$ cat src/hw/rtl/maze_backtracker_generator_top_defines.svh
// ----------------------------------------------------------------------------
// Assertion macros for the maze generator
// Concurrent checks that can be compiled out with ASSERT_OFF.
// ----------------------------------------------------------------------------
`ifndef MAZE_BACKTRACKER_GENERATOR_TOP_DEFINES_SVH
`define MAZE_BACKTRACKER_GENERATOR_TOP_DEFINES_SVH

`ifndef ASSERT_OFF
// antecedent holds -> consequent holds in the same cycle
`define MBG_ASSERT_IMP(lbl, ante, cons, msg) \
    lbl: assert property (@(posedge aclk) disable iff (!aresetn) (ante) |-> (cons)) \
        else $error(msg);
// antecedent holds -> consequent holds in the next cycle
`define MBG_ASSERT_NXT(lbl, ante, cons, msg) \
    lbl: assert property (@(posedge aclk) disable iff (!aresetn) (ante) |=> (cons)) \
        else $error(msg);
`else
`define MBG_ASSERT_IMP(lbl, ante, cons, msg)
`define MBG_ASSERT_NXT(lbl, ante, cons, msg)
`endif

`endif

$ cat src/hw/rtl/mbg_pkg.sv
`timescale 1ns / 1ps
`default_nettype none
// ----------------------------------------------------------------------------
// mbg_pkg
// Shared types, constants and helper functions of the maze generator.
// ----------------------------------------------------------------------------
package mbg_pkg;

    localparam int DEF_MAX_COLUMNS = 64;
    localparam int DEF_MAX_ROWS    = 64;

    localparam int CFG_DIM_W  = 7;
    localparam int DIM_W      = 9;   // holds a clamped dimension up to 511
    localparam int SEED_W     = 32;
    localparam int CFG_IDX_W  = 2;
    localparam int WALL_W     = 4;
    localparam int CELL_W     = WALL_W + 1;  // {visited, walls}
    localparam int ORDER_W    = 8;
    localparam int NEXT_W     = 3;

    localparam logic [SEED_W-1:0]    LFSR_TAPS  = 32'h8020_0003;
    localparam logic [WALL_W-1:0]    ALL_WALLS  = 4'hF;
    localparam logic [CFG_DIM_W-1:0] RESET_DIM  = 7'd16;
    localparam logic [SEED_W-1:0]    RESET_SEED = 32'd1;

    typedef enum logic {
        OP_GENERATE = 1'b0,
        OP_QUERY    = 1'b1
    } op_t;

    typedef enum logic [1:0] {
        DIR_N = 2'd0,
        DIR_E = 2'd1,
        DIR_S = 2'd2,
        DIR_W = 2'd3
    } dir_t;

    typedef enum logic [CFG_IDX_W-1:0] {
        REG_GRID_WIDTH  = 2'd0,
        REG_GRID_HEIGHT = 2'd1,
        REG_RANDOM_SEED = 2'd2
    } cfg_idx_t;

    typedef enum logic [3:0] {
        ST_CLEAR,
        ST_IDLE,
        ST_QUERY,
        ST_ENTER,
        ST_SHUFFLE,
        ST_STEP,
        ST_NB_WAIT,
        ST_POP_WAIT,
        ST_GEN_RESP
    } state_t;

    typedef struct packed {
        logic [DIM_W-1:0]  cols;
        logic [DIM_W-1:0]  rows;
        logic [SEED_W-1:0] seed;
    } cfg_t;

    typedef logic [3:0][1:0] order_t;
    localparam order_t ORDER_INIT = 8'b11_10_01_00;

    function automatic logic [SEED_W-1:0] lfsr_step(input logic [SEED_W-1:0] s);
        logic [SEED_W-1:0] n;
        n = s >> 1;
        if (s[0]) begin
            n = n ^ LFSR_TAPS;
        end
        return n;
    endfunction

    // 4 == 1 mod 3, so the sum of the base-4 digits keeps the residue
    function automatic logic [1:0] mod3_32(input logic [SEED_W-1:0] v);
        logic [2:0] s1 [8];
        logic [3:0] s2 [4];
        logic [4:0] s3 [2];
        logic [5:0] s4;
        logic [3:0] r;
        for (int i = 0; i < 8; i++) begin
            s1[i] = 3'(v[4*i +: 2]) + 3'(v[4*i+2 +: 2]);
        end
        for (int i = 0; i < 4; i++) begin
            s2[i] = 4'(s1[2*i]) + 4'(s1[2*i+1]);
        end
        for (int i = 0; i < 2; i++) begin
            s3[i] = 5'(s2[2*i]) + 5'(s2[2*i+1]);
        end
        s4 = 6'(s3[0]) + 6'(s3[1]);
        r  = 4'(s4[1:0]) + 4'(s4[3:2]) + 4'(s4[5:4]);
        if (r >= 4'd6) begin
            r = r - 4'd6;
        end
        if (r >= 4'd3) begin
            r = r - 4'd3;
        end
        return r[1:0];
    endfunction

    function automatic logic [WALL_W-1:0] wall_bit(input dir_t d);
        return 4'b0001 << d;
    endfunction

    function automatic dir_t opp_dir(input dir_t d);
        logic [1:0] t;
        t = d + 2'd2;
        return dir_t'(t);
    endfunction

    function automatic logic [DIM_W-1:0] clamp_dim(input logic [CFG_DIM_W-1:0] v,
                                                   input logic [DIM_W-1:0] maxv);
        logic [DIM_W-1:0] r;
        if (v == '0) begin
            r = DIM_W'(1);
        end else if (DIM_W'(v) > maxv) begin
            r = maxv;
        end else begin
            r = DIM_W'(v);
        end
        return r;
    endfunction

endpackage
`default_nettype wire

$ cat src/hw/rtl/mbg_ctrl.sv
`timescale 1ns / 1ps
`default_nettype none
`include "maze_backtracker_generator_top_defines.svh"
// ----------------------------------------------------------------------------
// mbg_ctrl
// Sequencer: clear sweep, shuffle, depth-first walk, queries, result register.
// ----------------------------------------------------------------------------
module mbg_ctrl
    import mbg_pkg::*;
#(
    parameter int MAX_COLUMNS = DEF_MAX_COLUMNS,
    parameter int MAX_ROWS    = DEF_MAX_ROWS,
    parameter int COL_W       = $clog2(MAX_COLUMNS),
    parameter int ROW_W       = $clog2(MAX_ROWS),
    parameter int ADDR_W      = COL_W + ROW_W,
    parameter int FRAME_W     = COL_W + ROW_W + ORDER_W + NEXT_W + WALL_W
) (
    input  wire logic               aclk,
    input  wire logic               aresetn,
    input  wire cfg_t               cfg,

    input  wire logic               s_valid,
    output logic                    s_ready,
    input  wire logic               s_op,
    input  wire logic [5:0]         s_cell_x,
    input  wire logic [5:0]         s_cell_y,
    input  wire logic [1:0]         s_direction,

    output logic                    m_valid,
    input  wire logic               m_ready,
    output logic [WALL_W-1:0]       m_wall_mask,
    output logic                    m_passage_open,
    output logic                    m_generate_done,

    output logic                    cell_wr_en,
    output logic [ADDR_W-1:0]       cell_wr_addr,
    output logic [CELL_W-1:0]       cell_wr_data,
    output logic                    cell_rd_en,
    output logic [ADDR_W-1:0]       cell_rd_addr,
    input  wire logic [CELL_W-1:0]  cell_rd_data,

    output logic                    stk_wr_en,
    output logic [ADDR_W-1:0]       stk_wr_addr,
    output logic [FRAME_W-1:0]      stk_wr_data,
    output logic                    stk_rd_en,
    output logic [ADDR_W-1:0]       stk_rd_addr,
    input  wire logic [FRAME_W-1:0] stk_rd_data
);

    state_t              state_reg, state_next;
    logic [ADDR_W-1:0]   clr_addr_reg;
    logic                gen_pending_reg;
    logic [SEED_W-1:0]   lfsr_reg;
    logic [COL_W-1:0]    cur_x_reg;
    logic [ROW_W-1:0]    cur_y_reg;
    logic [WALL_W-1:0]   cur_walls_reg;
    order_t              order_reg;
    logic [NEXT_W-1:0]   next_reg;
    logic [1:0]          shuf_i_reg;
    logic [ADDR_W-1:0]   depth_reg;
    dir_t                dir_reg;
    logic [COL_W-1:0]    nb_x_reg;
    logic [ROW_W-1:0]    nb_y_reg;
    logic                q_inside_reg;
    logic [1:0]          q_dir_reg;
    logic                m_valid_reg;
    logic [WALL_W-1:0]   m_wall_mask_reg;
    logic                m_open_reg;
    logic                m_done_reg;

    logic                out_free;
    logic                load_result;
    logic                top_done;
    dir_t                step_dir;
    logic                nb_ok;
    logic [COL_W-1:0]    nb_x;
    logic [ROW_W-1:0]    nb_y;
    logic [SEED_W-1:0]   draw;
    logic [1:0]          swap_j;
    order_t              order_swapped;
    logic [WALL_W-1:0]   q_mask;
    logic                nb_visited;
    logic                q_inside;

    assign out_free    = !m_valid_reg || m_ready;
    assign load_result = ((state_reg == ST_QUERY) || (state_reg == ST_GEN_RESP)) && out_free;
    assign top_done    = next_reg[2];
    assign nb_visited  = cell_rd_data[CELL_W-1];
    assign q_mask      = q_inside_reg ? cell_rd_data[WALL_W-1:0] : ALL_WALLS;
    assign q_inside    = (DIM_W'(s_cell_x) < cfg.cols) && (DIM_W'(s_cell_y) < cfg.rows);

    assign m_valid         = m_valid_reg;
    assign m_wall_mask     = m_wall_mask_reg;
    assign m_passage_open  = m_open_reg;
    assign m_generate_done = m_done_reg;

    // neighbor of the current cell in the next shuffled direction
    always_comb begin
        step_dir = dir_t'(order_reg[next_reg[1:0]]);
        nb_x     = cur_x_reg;
        nb_y     = cur_y_reg;
        nb_ok    = 1'b0;
        unique case (step_dir)
            DIR_N: begin
                nb_ok = (cur_y_reg != '0);
                nb_y  = cur_y_reg - ROW_W'(1);
            end
            DIR_E: begin
                nb_ok = (DIM_W'(cur_x_reg) + DIM_W'(1)) < cfg.cols;
                nb_x  = cur_x_reg + COL_W'(1);
            end
            DIR_S: begin
                nb_ok = (DIM_W'(cur_y_reg) + DIM_W'(1)) < cfg.rows;
                nb_y  = cur_y_reg + ROW_W'(1);
            end
            DIR_W: begin
                nb_ok = (cur_x_reg != '0);
                nb_x  = cur_x_reg - COL_W'(1);
            end
            default: begin
                nb_ok = 1'b0;
            end
        endcase
    end

    // one Fisher-Yates swap per cycle, i = 3, 2, 1
    always_comb begin
        draw = lfsr_step(lfsr_reg);
        unique case (shuf_i_reg)
            2'd3:    swap_j = draw[1:0];
            2'd2:    swap_j = mod3_32(draw);
            default: swap_j = {1'b0, draw[0]};
        endcase
        order_swapped             = order_reg;
        order_swapped[shuf_i_reg] = order_reg[swap_j];
        order_swapped[swap_j]     = order_reg[shuf_i_reg];
    end

    // next state
    always_comb begin
        state_next = state_reg;
        unique case (state_reg)
            ST_CLEAR: begin
                if (clr_addr_reg == '1) begin
                    state_next = gen_pending_reg ? ST_ENTER : ST_IDLE;
                end
            end
            ST_IDLE: begin
                if (s_valid) begin
                    state_next = (s_op == OP_QUERY) ? ST_QUERY : ST_CLEAR;
                end
            end
            ST_QUERY: begin
                if (out_free) begin
                    state_next = ST_IDLE;
                end
            end
            ST_ENTER: state_next = ST_SHUFFLE;
            ST_SHUFFLE: begin
                if (shuf_i_reg == 2'd1) begin
                    state_next = ST_STEP;
                end
            end
            ST_STEP: begin
                if (top_done) begin
                    state_next = (depth_reg == '0) ? ST_GEN_RESP : ST_POP_WAIT;
                end else if (nb_ok) begin
                    state_next = ST_NB_WAIT;
                end
            end
            ST_NB_WAIT:  state_next = nb_visited ? ST_STEP : ST_ENTER;
            ST_POP_WAIT: state_next = ST_STEP;
            ST_GEN_RESP: begin
                if (out_free) begin
                    state_next = ST_IDLE;
                end
            end
            default: state_next = ST_IDLE;
        endcase
    end

    // memory ports and handshake
    always_comb begin
        s_ready      = 1'b0;
        cell_wr_en   = 1'b0;
        cell_wr_addr = {cur_y_reg, cur_x_reg};
        cell_wr_data = {1'b1, cur_walls_reg};
        cell_rd_en   = 1'b0;
        cell_rd_addr = {nb_y, nb_x};
        stk_wr_en    = 1'b0;
        stk_wr_addr  = depth_reg;
        stk_wr_data  = {cur_x_reg, cur_y_reg, order_reg, next_reg,
                        cur_walls_reg & ~wall_bit(dir_reg)};
        stk_rd_en    = 1'b0;
        stk_rd_addr  = depth_reg - ADDR_W'(1);
        unique case (state_reg)
            ST_CLEAR: begin
                cell_wr_en   = 1'b1;
                cell_wr_addr = clr_addr_reg;
                cell_wr_data = {1'b0, ALL_WALLS};
            end
            ST_IDLE: begin
                s_ready      = 1'b1;
                cell_rd_en   = s_valid;
                cell_rd_addr = {ROW_W'(s_cell_y), COL_W'(s_cell_x)};
            end
            ST_ENTER: begin
                cell_wr_en = 1'b1;
            end
            ST_STEP: begin
                cell_rd_en = !top_done && nb_ok;
                stk_rd_en  = top_done && (depth_reg != '0);
            end
            ST_NB_WAIT: begin
                // carve: current cell's wall goes, frame is pushed
                cell_wr_en   = !nb_visited;
                cell_wr_data = {1'b1, cur_walls_reg & ~wall_bit(dir_reg)};
                stk_wr_en    = !nb_visited;
            end
            default: begin
                s_ready = 1'b0;
            end
        endcase
    end

    always_ff @(posedge aclk) begin
        if (!aresetn) begin
            state_reg       <= ST_CLEAR;
            clr_addr_reg    <= '0;
            gen_pending_reg <= 1'b0;
            m_valid_reg     <= 1'b0;
            lfsr_reg        <= RESET_SEED;
            depth_reg       <= '0;
        end else begin
            state_reg <= state_next;
            if (load_result) begin
                m_valid_reg <= 1'b1;
            end else if (m_valid_reg && m_ready) begin
                m_valid_reg <= 1'b0;
            end
            unique case (state_reg)
                ST_CLEAR: begin
                    clr_addr_reg <= clr_addr_reg + ADDR_W'(1);
                    if (clr_addr_reg == '1) begin
                        lfsr_reg      <= cfg.seed;
                        cur_x_reg     <= '0;
                        cur_y_reg     <= '0;
                        cur_walls_reg <= ALL_WALLS;
                        depth_reg     <= '0;
                    end
                end
                ST_IDLE: begin
                    if (s_valid) begin
                        if (s_op == OP_QUERY) begin
                            q_inside_reg <= q_inside;
                            q_dir_reg    <= s_direction;
                        end else begin
                            gen_pending_reg <= 1'b1;
                            clr_addr_reg    <= '0;
                        end
                    end
                end
                ST_QUERY: begin
                    if (out_free) begin
                        m_wall_mask_reg <= q_mask;
                        m_open_reg      <= !q_mask[q_dir_reg];
                        m_done_reg      <= 1'b0;
                    end
                end
                ST_ENTER: begin
                    order_reg  <= ORDER_INIT;
                    next_reg   <= '0;
                    shuf_i_reg <= 2'd3;
                end
                ST_SHUFFLE: begin
                    lfsr_reg   <= draw;
                    order_reg  <= order_swapped;
                    shuf_i_reg <= shuf_i_reg - 2'd1;
                end
                ST_STEP: begin
                    if (!top_done) begin
                        next_reg <= next_reg + NEXT_W'(1);
                        dir_reg  <= step_dir;
                        nb_x_reg <= nb_x;
                        nb_y_reg <= nb_y;
                    end else if (depth_reg != '0) begin
                        depth_reg <= depth_reg - ADDR_W'(1);
                    end
                end
                ST_NB_WAIT: begin
                    if (!nb_visited) begin
                        depth_reg     <= depth_reg + ADDR_W'(1);
                        cur_x_reg     <= nb_x_reg;
                        cur_y_reg     <= nb_y_reg;
                        cur_walls_reg <= ALL_WALLS & ~wall_bit(opp_dir(dir_reg));
                    end
                end
                ST_POP_WAIT: begin
                    {cur_x_reg, cur_y_reg, order_reg, next_reg, cur_walls_reg} <= stk_rd_data;
                end
                ST_GEN_RESP: begin
                    if (out_free) begin
                        m_wall_mask_reg <= '0;
                        m_open_reg      <= 1'b0;
                        m_done_reg      <= 1'b1;
                        gen_pending_reg <= 1'b0;
                    end
                end
                default: begin
                    gen_pending_reg <= gen_pending_reg;
                end
            endcase
        end
    end

    `MBG_ASSERT_IMP(a_cell_no_rw_overlap, cell_wr_en && cell_rd_en, cell_wr_addr != cell_rd_addr, "cell RAM read and write collide")
    `MBG_ASSERT_IMP(a_pop_nonempty, stk_rd_en, depth_reg != '0, "pop from empty walk stack")
    `MBG_ASSERT_IMP(a_push_room, stk_wr_en, depth_reg != '1, "walk stack overflow")
    `MBG_ASSERT_IMP(a_nb_after_step, state_reg == ST_NB_WAIT, $past(state_reg) == ST_STEP, "neighbor check without lookup")
    `MBG_ASSERT_NXT(a_gen_result, state_reg == ST_GEN_RESP && out_free, m_valid_reg && m_done_reg, "generate result not posted")

endmodule
`default_nettype wire

$ cat config.mk
export PLATFORM = sky130hd
export DESIGN_NAME = mbg_ctrl
export DESIGN_NICKNAME = d
export VERILOG_FILES = /design/src/hw/rtl/mbg_pkg.sv /design/src/hw/rtl/mbg_ctrl.sv
export VERILOG_INCLUDE_DIRS = /design/src /design/src/hw/rtl
export SDC_FILE = /design/constraint.sdc
export NUM_CORES = 1
export LEC_CHECK = 0
export ABC_AREA = 1
export BUFFER_PORTS_ARGS = -buffer_cell sky130_fd_sc_hd__clkbuf_2
export CORE_UTILIZATION = 56
export DETAILED_ROUTE_END_ITERATION = 8
export HOLD_SLACK_MARGIN = 0.05
export PLACE_DENSITY = 0.81
export SKIP_CTS_REPAIR_TIMING = 1
export SYNTH_ARGS = -nofsm -noshare
export SYNTH_HDL_FRONTEND = slang
export SYNTH_SLANG_ARGS = --single-unit
$ cat constraint.sdc
create_clock -name aclk -period 8.9 [get_ports aclk]
set_input_delay 0.445 -clock aclk [delete_from_list [all_inputs] [get_ports aclk]]
set_output_delay 0.445 -clock aclk [all_outputs]
set_load 0.05 [all_outputs]
==> After elaboration in Yosys (flattened, before gate mapping) <==
Index checks and enable logic that the tools add are counted.
{ "op_classes": {"addsub": 31, "reduce_logical": 44, "magnitude_cmp": 12, "n_eq_ne": 27, "n_mux": 77, "shifts": 2, "n_bitwise": 5} }
{ "op_table": {"columns": ["cell", "count"], "rows": [
  ["2-to-1 mux 12 bit", 8],
  ["2-to-1 mux 32 bit", 2],
  ["one-hot mux 32 bit (2 select lines)", 1],
  ["2-to-1 mux 4 bit", 14],
  ["one-hot mux 12 bit (3 select lines)", 1],
  ["one-hot mux 6 bit (3 select lines)", 2],
  ["one-hot mux 4 bit (8 select lines)", 1],
  ["adder 2 x 2 -> 3 bit", 9],
  ["adder 12 x 1 -> 12 bit (second input constant)", 2],
  ["one-hot mux 12 bit (2 select lines)", 1],
  ["one-hot mux 6 bit (2 select lines)", 2],
  ["one-hot mux 8 bit (3 select lines)", 1],
  ["!= test 2 bit (second input constant)", 10],
  ["< comparator 6 x 9 -> 1 bit", 2],
  ["< comparator 7 x 9 -> 1 bit", 2],
  ["2-to-1 mux 6 bit", 3],
  ["adder 3 x 3 -> 4 bit", 4],
  ["bitwise mux 8 bit", 2],
  ["equality test 4 x 3 -> 1 bit (second input constant)", 4],
  ["2-to-1 mux 2 bit", 8],
  ["AND reduction 4 bit", 4],
  ["adder 6 x 1 -> 7 bit (second input constant)", 2],
  ["adder 6 x 1 -> 6 bit (second input constant)", 2],
  ["binary-select mux 2 bit (select 2 bit)", 3],
  ["other kinds (52)", 108]
]} }
{ "totals": {"output_inout_bits": 92, "wordCells": 222, "reg_bits": 114} }

==> Logic depth before layout (Yosys ltp) <==
Gate-level depths: netlist of run 1.
{ "logic_depth": {"ltp_word": 20, "ltp_mapped": 35, "mapped_depth_nobuf": 35} }

==> Worst setup path before layout of run 1 <==
No wires, ideal clock.
{ "synth_timing": {"kind": "flip-flop to flip-flop", "startpoint": "reg lfsr_reg[0]", "endpoint": "reg order_reg, in the netlist stk_wr_data[13], data pin", "t_required_ns": 8.645, "t_arrival_ns": 6.333, "stages_incl_launch_ff": 34, "path_slack_ns": 2.312, "path_cell_list": "dfxtp_1 -> buf_2 -> xor2_1 -> fa_1 -> inv_1 -> fa_1 -> inv_1 -> fa_1 -> fa_1 -> fa_1 -> ha_1 -> inv_1 -> fa_1 -> xor2_1 -> fa_1 -> inv_1 -> ha_1 -> ha_1 -> nor2_1 -> nor2_1 -> a21oi_1 -> ha_1 -> a21oi_1 -> nand2_1 -> nand2_1 -> nand3_1 -> nand2_1 -> nand2_1 -> nand2_1 -> nand2_1 -> nand3_1 -> nand2_1 -> nand2_1 -> nand2_1"} }
{ "synth_between": {"elab_chain_cells": 19, "elab_cells_between_ends": 30, "classes_between": "add/sub (13); order compare (4); mux (12); reduce/logical (1)"} }
{ "synth_lines": {"columns": ["element", "line_no", "source"], "rows": [
  ["start: declaration", "mbg_ctrl.sv:53", "logic [SEED_W-1:0] lfsr_reg;"],
  ["start signal: assignment", "mbg_ctrl.sv:245", "lfsr_reg <= cfg.seed;"],
  ["start signal: assignment", "mbg_ctrl.sv:276", "lfsr_reg <= draw;"],
  ["2-to-1 mux 32 bit *", "mbg_pkg.sv:68", "if (s[0]) begin"],
  ["adder 2 x 2 -> 3 bit", "mbg_pkg.sv:82", "s1[i] = 3'(v[4*i +: 2]) + 3'(v[4*i+2 +: 2]);"],
  ["adder 3 x 3 -> 4 bit", "mbg_pkg.sv:85", "s2[i] = 4'(s1[2*i]) + 4'(s1[2*i+1]);"],
  ["adder 4 x 4 -> 5 bit", "mbg_pkg.sv:88", "s3[i] = 5'(s2[2*i]) + 5'(s2[2*i+1]);"],
  ["adder 5 x 5 -> 6 bit", "mbg_pkg.sv:90", "s4 = 6'(s3[0]) + 6'(s3[1]);"],
  ["adder 2 x 2 -> 3 bit", "mbg_pkg.sv:91", "r = 4'(s4[1:0]) + 4'(s4[3:2]) + 4'(s4[5:4]);"],
  ["adder 3 x 2 -> 4 bit", "mbg_pkg.sv:91", null],
  ["subtractor 4 x 3 -> 4 bit or >= comparator 4 x 3 -> 1 bit (tied branches)", "mbg_pkg.sv:93, mbg_pkg.sv:92", null],
  ["[... 3 more ...]", null, null],
  ["2-to-1 mux 2 bit", "mbg_pkg.sv:95", "if (r >= 4'd3) begin"],
  ["one-hot mux 2 bit (2 select lines) *", "mbg_ctrl.sv:129", "unique case (shuf_i_reg)"],
  ["< comparator 2 x 3 -> 1 bit (implied by the code) or >= comparator 2 x 1 -> 1 bit (tied branches)", "mbg_ctrl.sv:136", "order_swapped[swap_j] = order_reg[shuf_i_reg];"],
  ["logical AND 1 bit (implied by the code)", "mbg_ctrl.sv:136", null],
  ["2-to-1 mux 2 bit (implied by the code)", "mbg_ctrl.sv:136", null],
  ["demux 2 bit (select 2 bit)", "mbg_ctrl.sv:136", null],
  ["bitwise mux 8 bit *", "mbg_ctrl.sv:136", null],
  ["one-hot mux 8 bit (3 select lines) *", "mbg_ctrl.sv:241", "unique case (state_reg)"],
  ["end signal: assignment", "mbg_ctrl.sv:277", "order_reg <= order_swapped;"],
  ["end signal: assignment", "mbg_ctrl.sv:299", "{cur_x_reg, cur_y_reg, order_reg, next_reg, cur_walls_reg} <= stk_rd_data;"],
  ["end: declaration", "mbg_ctrl.sv:57", "order_t order_reg;"]
]} }
Every way passes the cells marked *; elsewhere a longest branch is shown, timed or not. The select of a mux whose other input is x is not followed.
A chain may end at the register's enable or synchronous reset.

==> Worst setup path in the final report of run 1 <==
{ "layout_timing": {"startpoint": "reg lfsr_reg[0]", "endpoint": "reg order_reg, in the netlist stk_wr_data[9], data pin"} }
Same word-level chain as after synthesis.

==> out/metrics.cfg, run 1 <==
[sta]
setup_viol = 0
setup_tns_ns = 0
max_freq_mhz = 140.9
final_max_slew_viol_count = 0
rsz0062_at_grt = false
hold_violations = 0
skew_ns = 0.01062
fin_crit_sh_pct = 79.75
worstMarginPinSlew_ns = 0.8752
finalCriticalPeriod_ns = 7.098
relSlewSlack_pct = 41.20

[global_routing]
antenna_found_initial = 0
busiest_layer = met2
grt_pass1_vias = 8199
grt.met1_usage_pct = 39.93
globalRouteMet3Util_pct = 6.797
grt_max_degree = 62
grt_pass1_wl_mm = 39.14
grt_use_total_pct = 31.21
grt.overflow.total = 0
grtUsageMet2_pct = 52.16

[synthesis]
syn-cell-area_um2 = 8589
yosys_warnings = 0
avgSynthCellArea_um2 = 7.360
synthesis.nets = 1351
yosys.cell_types.count = 48
synth_cells = 1167
synth_seq_cells = 114
ys_seq_area_share_pct = 32.63

[drt]
ant_nets = 0
wl_mm = 23.58
drt_iter0_markers = 660
vias = 8466
first_pass_iters = 5
vias_per_cell = 5.487
route.detailed.drc = 0
wl_per_cell_um = 15.28

[layout]
final_layout_size_suffix_gt1_share_pct = 18.91
largest_reg_flops = 32
layout.nets = 1530
n_antenna_cell = 0
fin_cells = 1543
final_common_cell = nand2_1
syn_to_final_growth_pct = 19.84
final.fill_count = 1221
layout_common_cells = nand2_1 (315), clkbuf_2 (192), inv_1 (174)
final_util_pct = 69.77

[worst_setup_path]
cp_common_cell = nand2_1
arrival_ns = 7.26
cp_slowest_stage_delay_ns = 0.55
critPathKind = flop to flop
endpoint_kind = flop
critPathLaunchType = flop
path_max_fanout = 7
cp_slowest_cell = fa_1
required_ns = 9.06

[power]
power_density_nw_per_um2 = 436.5
peakVddDrop_mv = 0.3983
leakage_nw = 5.123

[clock_network]
cts_buffers = 17
clock_path_buffers = 2
clkLatencyLatePin_ns = 0.42
cts_root_buffer = clkbuf_16
cts_sinks = 114
htree_num_levels = 4
path_clk_slew_ns = 0.05
cts_tree = yes

[floorplan]
rows = 44
core_area_um2 = 14750
initial_core_util_pct = 58.22
die_y_um = 125.9
die_width_um = 125.9
die-area_um2 = 15840
io-pin-count = 193

[place]
port_buffers = 192
dp_hpwl_mm = 17.40
dp_cells = 1511
gp_congestion = 0.9056

[flow_run]
max-cap-violations = 0

[status]
outcome = finished clean

[hold_path]
hp-class = primary input to flop

[logic make-up after synthesis]
family | share of synthesized area [%]
AOI/OAI and AO/OA | 15.41
adders and majority gates | 14.71
and+or+nand+nor | 23.80
DFF | 32.63
xor gates and xnor gates | 3.161
muxes | 0.1311
buffers and inverters | 10.15
[report_power, final]
| group | switching, mW | internal [mW] | total, mW |
|---|---|---|---|
| logic | 2.13 | 0.927 | 3.06 |
| registers | 0.0911 | 0.630 | 0.721 |
| clock network | 0.245 | 0.469 | 0.715 |
| total | 2.47 | 2.03 | 4.49 |
[cells in the mapped netlist, drive strengths merged]
master	number	share of area [%]
nand2	320	14
inv	186	8.1
o21ai	77	4.5
a21oi	75	4.4
nand3	71	4.3
nor2	67	3.3
dfxtp	62	14
ha	53	7.7
edfxtp	52	18
a31oi	32	2.5
fa	30	7.0
xor2	27	2.8
clkbuf	24	1.0
a22o	14	1.4
buf	13	0.89
nor3	13	0.82
nand4	8	0.58
a211oi	5	0.44
nor3b	5	0.44
o21a	4	0.35
o22ai	4	0.29
xnor2	4	0.41
a211o	2	0.20
a22oi	2	0.17
a32o	2	0.23
clkinv	2	0.087
nand3b	2	0.17
o31ai	2	0.17
a221oi	1	0.10
a311oi	1	0.10
a32oi	1	0.10
and3	1	0.073
mux2	1	0.13
o2111a	1	0.13
o211ai	1	0.087
o21bai	1	0.087
o221ai	1	0.10
[area by class of cell]
class | instances | area, um2 | area share (%)
multi-input cells | 828 | 4917 | 47.77
flip-flops and latches | 114 | 2803 | 27.23
repair buffers | 197 | 998.5 | 9.700
inverters | 188 | 705.7 | 6.855
clock buffers | 28 | 613.1 | 5.956
well taps | 184 | 230.2 | 2.237
clock inverters | 4 | 26.28 | 0.2553
[path summary, 6_finish.rpt]
check | from | end | slack [ns] | cells after the start
setup / recovery | lfsr_reg[0] | stk_wr_data[9] | 1.80 | 32
hold / removal | s_direction[1] | q_dir_reg[1] | 0.21 | 1
setup reg to reg | lfsr_reg[0] | stk_wr_data[9] | 1.80 | 32
hold reg to reg | clr_addr_reg[3] | clr_addr_reg[4] | 0.49 | 1
[routing by layer]
metal	vias up	share of wire, %
met5	-	0
met4	0	2.2
met3	37	7.4
met2	363	47
met1	3886	44
li1	4180	-
[critical path, delay by kind of cell, from the launching register on]
family / cells / cell delay (ns)
flip-flops: 1 / 0.44
buffers and inverters: 4 / 0.26
AO/OA/AOI/OAI: 2 / 0.27
adder cells (fa/ha/maj): 11 / 4.07
XOR/XNOR: 2 / 0.50
AND/OR/NAND/NOR: 13 / 1.29
[per-stage QoR]
stage | area (um2) | hold slack (ns) | setup slack [ns] | power (mW)
finish | 10290 | 0.2054 | 1.802 | 4.494
global route | 10290 | 0.1896 | 1.243 | 4.916
CTS | 10290 | 0.1923 | 1.813 | 4.491
detailed placement | 9654 | 0.4727 | 1.853 | 3.755
global placement | 9654 | 0.4503 | 2.101 | 3.638
floorplan | 8589 | 0.4354 | 2.312 | 3.145
Note: power is estimated with default switching activity, not from simulation.
==> inputs of run 2 (changes only) <==
CORE_UTILIZATION = 50   (was 56)
PLACE_DENSITY = 0.77   (was 0.81)
clock period = 5.8 ns   (was 8.9 ns; I/O delays follow)
==> run 2 against run 1 <==
Net effect: the flow now finishes with violations (setup timing); non-clock buffer count increased by 41; maximum frequency is 8.5% higher; critical path depth did not move; register-to-register slack worse by 2.5 ns; count of clock-buffer cells in the layout down 9; die area increased by 12%; cell count is 5.0% higher; sequential share of layout area down 1.1 points; sequential cell count is the same; highest routed layer unchanged.
==> out/metrics.cfg, run 2 (same netlist as run 1, synthesis figures left out) <==
[sta]
relSlewSlack_pct = 41.93
finalCriticalPeriod_ns = 6.545
skew_ns = 0.01242
setup_viol = 8
max_freq_mhz = 152.8
final_max_slew_viol_count = 0
setup_tns_ns = -5.859
fin_crit_sh_pct = 112.8
setup_slack_ns = -0.7447
hold_violations = 0
rsz0062_at_grt = true
worstMarginPinSlew_ns = 0.8711

[layout]
syn_to_final_growth_pct = 25.00
layout_common_cells = nand2_1 (305), clkbuf_2 (192), inv_1 (171)
final_util_pct = 64.29
layout.nets = 1571
final.fill_count = 1502
final_common_cell = nand2_1
n_antenna_cell = 0
largest_reg_flops = 32
final_layout_size_suffix_gt1_share_pct = 23.36
fin_area_um2 = 10740

[worst_setup_path]
r2r_end = stk_wr_data[13]
path_max_fanout = 7
endpoint_kind = flop
cp_slowest_stage_delay_ns = 0.53
critPathKind = flop to flop
critPathLaunchType = flop
arrival_ns = 6.72
crit-reg2reg-launch = lfsr_reg[2]
required_ns = 5.97
cp_common_cell = fa_1
cp_slowest_cell = fa_1
r2r_cells = 32
reg2reg_slack_ns = -0.74

[global_routing]
antenna_found_initial = 0
grt_pass1_wl_mm = 38.49
grt_use_total_pct = 27.50
grt_max_degree = 62
grt.overflow.total = 0
grt_pass1_vias = 7938

[drt]
vias_per_cell = 5.263
ant_nets = 0
route.detailed.drc = 0
first_pass_iters = 5
wl_mm = 23.77
wl_per_cell_um = 14.67
drt_iter0_markers = 713
vias = 8526

[hold_path]
min_to = lfsr_reg[5]
hp-start = cfg[5]
hp-class = primary input to flop
min_delay_path_depth = 3

[flow_run]
max-cap-violations = 0

[clock_network]
cts_root_buffer = clkbuf_16
cts_sinks = 114
cts_tree = yes
cts_buffers = 17
path_clk_slew_ns = 0.06
clock_path_buffers = 2
htree_num_levels = 4
clkLatencyLatePin_ns = 0.42

[floorplan]
initial_core_util_pct = 51.43
die-area_um2 = 17710
io-pin-count = 193
core_area_um2 = 16700
die_width_um = 133.1
die_y_um = 133.1
rows = 47

[status]
outcome = complete, but fails checks
violations = setup timing

[place]
placed_area_um2 = 10060
port_buffers = 192
dp_hpwl_mm = 17.91
post-place-ws_ns = -0.9018
gp_congestion = 0.9260

run 2: worst max-delay path by stage:
stage / start / slack, ns / cells after the start / endpoint
CTS: lfsr_reg[0] / -0.92 / 32 / stk_wr_data[12]
floorplan: lfsr_reg[0] / -0.54 / 33 / stk_wr_data[12]
global placement: lfsr_reg[2] / -0.68 / 32 / stk_wr_data[8]
finish: lfsr_reg[2] / -0.74 / 32 / stk_wr_data[13]
global route: lfsr_reg[2] / -1.01 / 32 / stk_wr_data[11]
detailed placement: lfsr_reg[0] / -0.90 / 32 / stk_wr_data[12]
run 2: stage by stage:
| stage | std cells | hold WS [ns] |
|---|---|---|
| global placement | 1581 | 0.4544 |
| detailed placement | 1581 | 0.4644 |
| global route | 1620 | 0.1189 |
| floorplan | 1167 | 0.3889 |
| finish | 1620 | 0.1212 |
| CTS | 1613 | 0.03328 |
run 2: layout make-up:
class,instances,area [um2],share of cell area [%]
multi-input cells,828,5064,47.16
flip-flops and latches,114,2808,26.15
repair buffers,238,1315,12.25
inverters,188,705.7,6.573
clock buffers,19,432.9,4.032
well taps,220,275.3,2.564
clock inverters,13,136.4,1.270
run 2: critical path: cells and delay by family, from the launching register on:
| family | cells | cell delay, ns |
|---|---|---|
| XOR/XNOR | 2 | 0.34 |
| adder cells (fa/ha/maj) | 11 | 4.17 |
| flip-flops | 1 | 0.36 |
| AND/OR/NAND/NOR | 13 | 1.04 |
| buffers and inverters | 4 | 0.17 |
| AO/OA/AOI/OAI | 2 | 0.21 |
run 2: layer usage:
metal  global-route usage (%)  wire length (um)  vias up
li1                         -                 -     4276
met1                    36.60             10590     3885
met2                    44.44             11050      336
met3                    6.092              1776       29
met4                    8.493               348        0
met5                        0                 0        -
Power of run 2 is left out: the tool's default activity adds up to more than one toggle a clock period on the data nets, which glitch-free logic cannot reach.
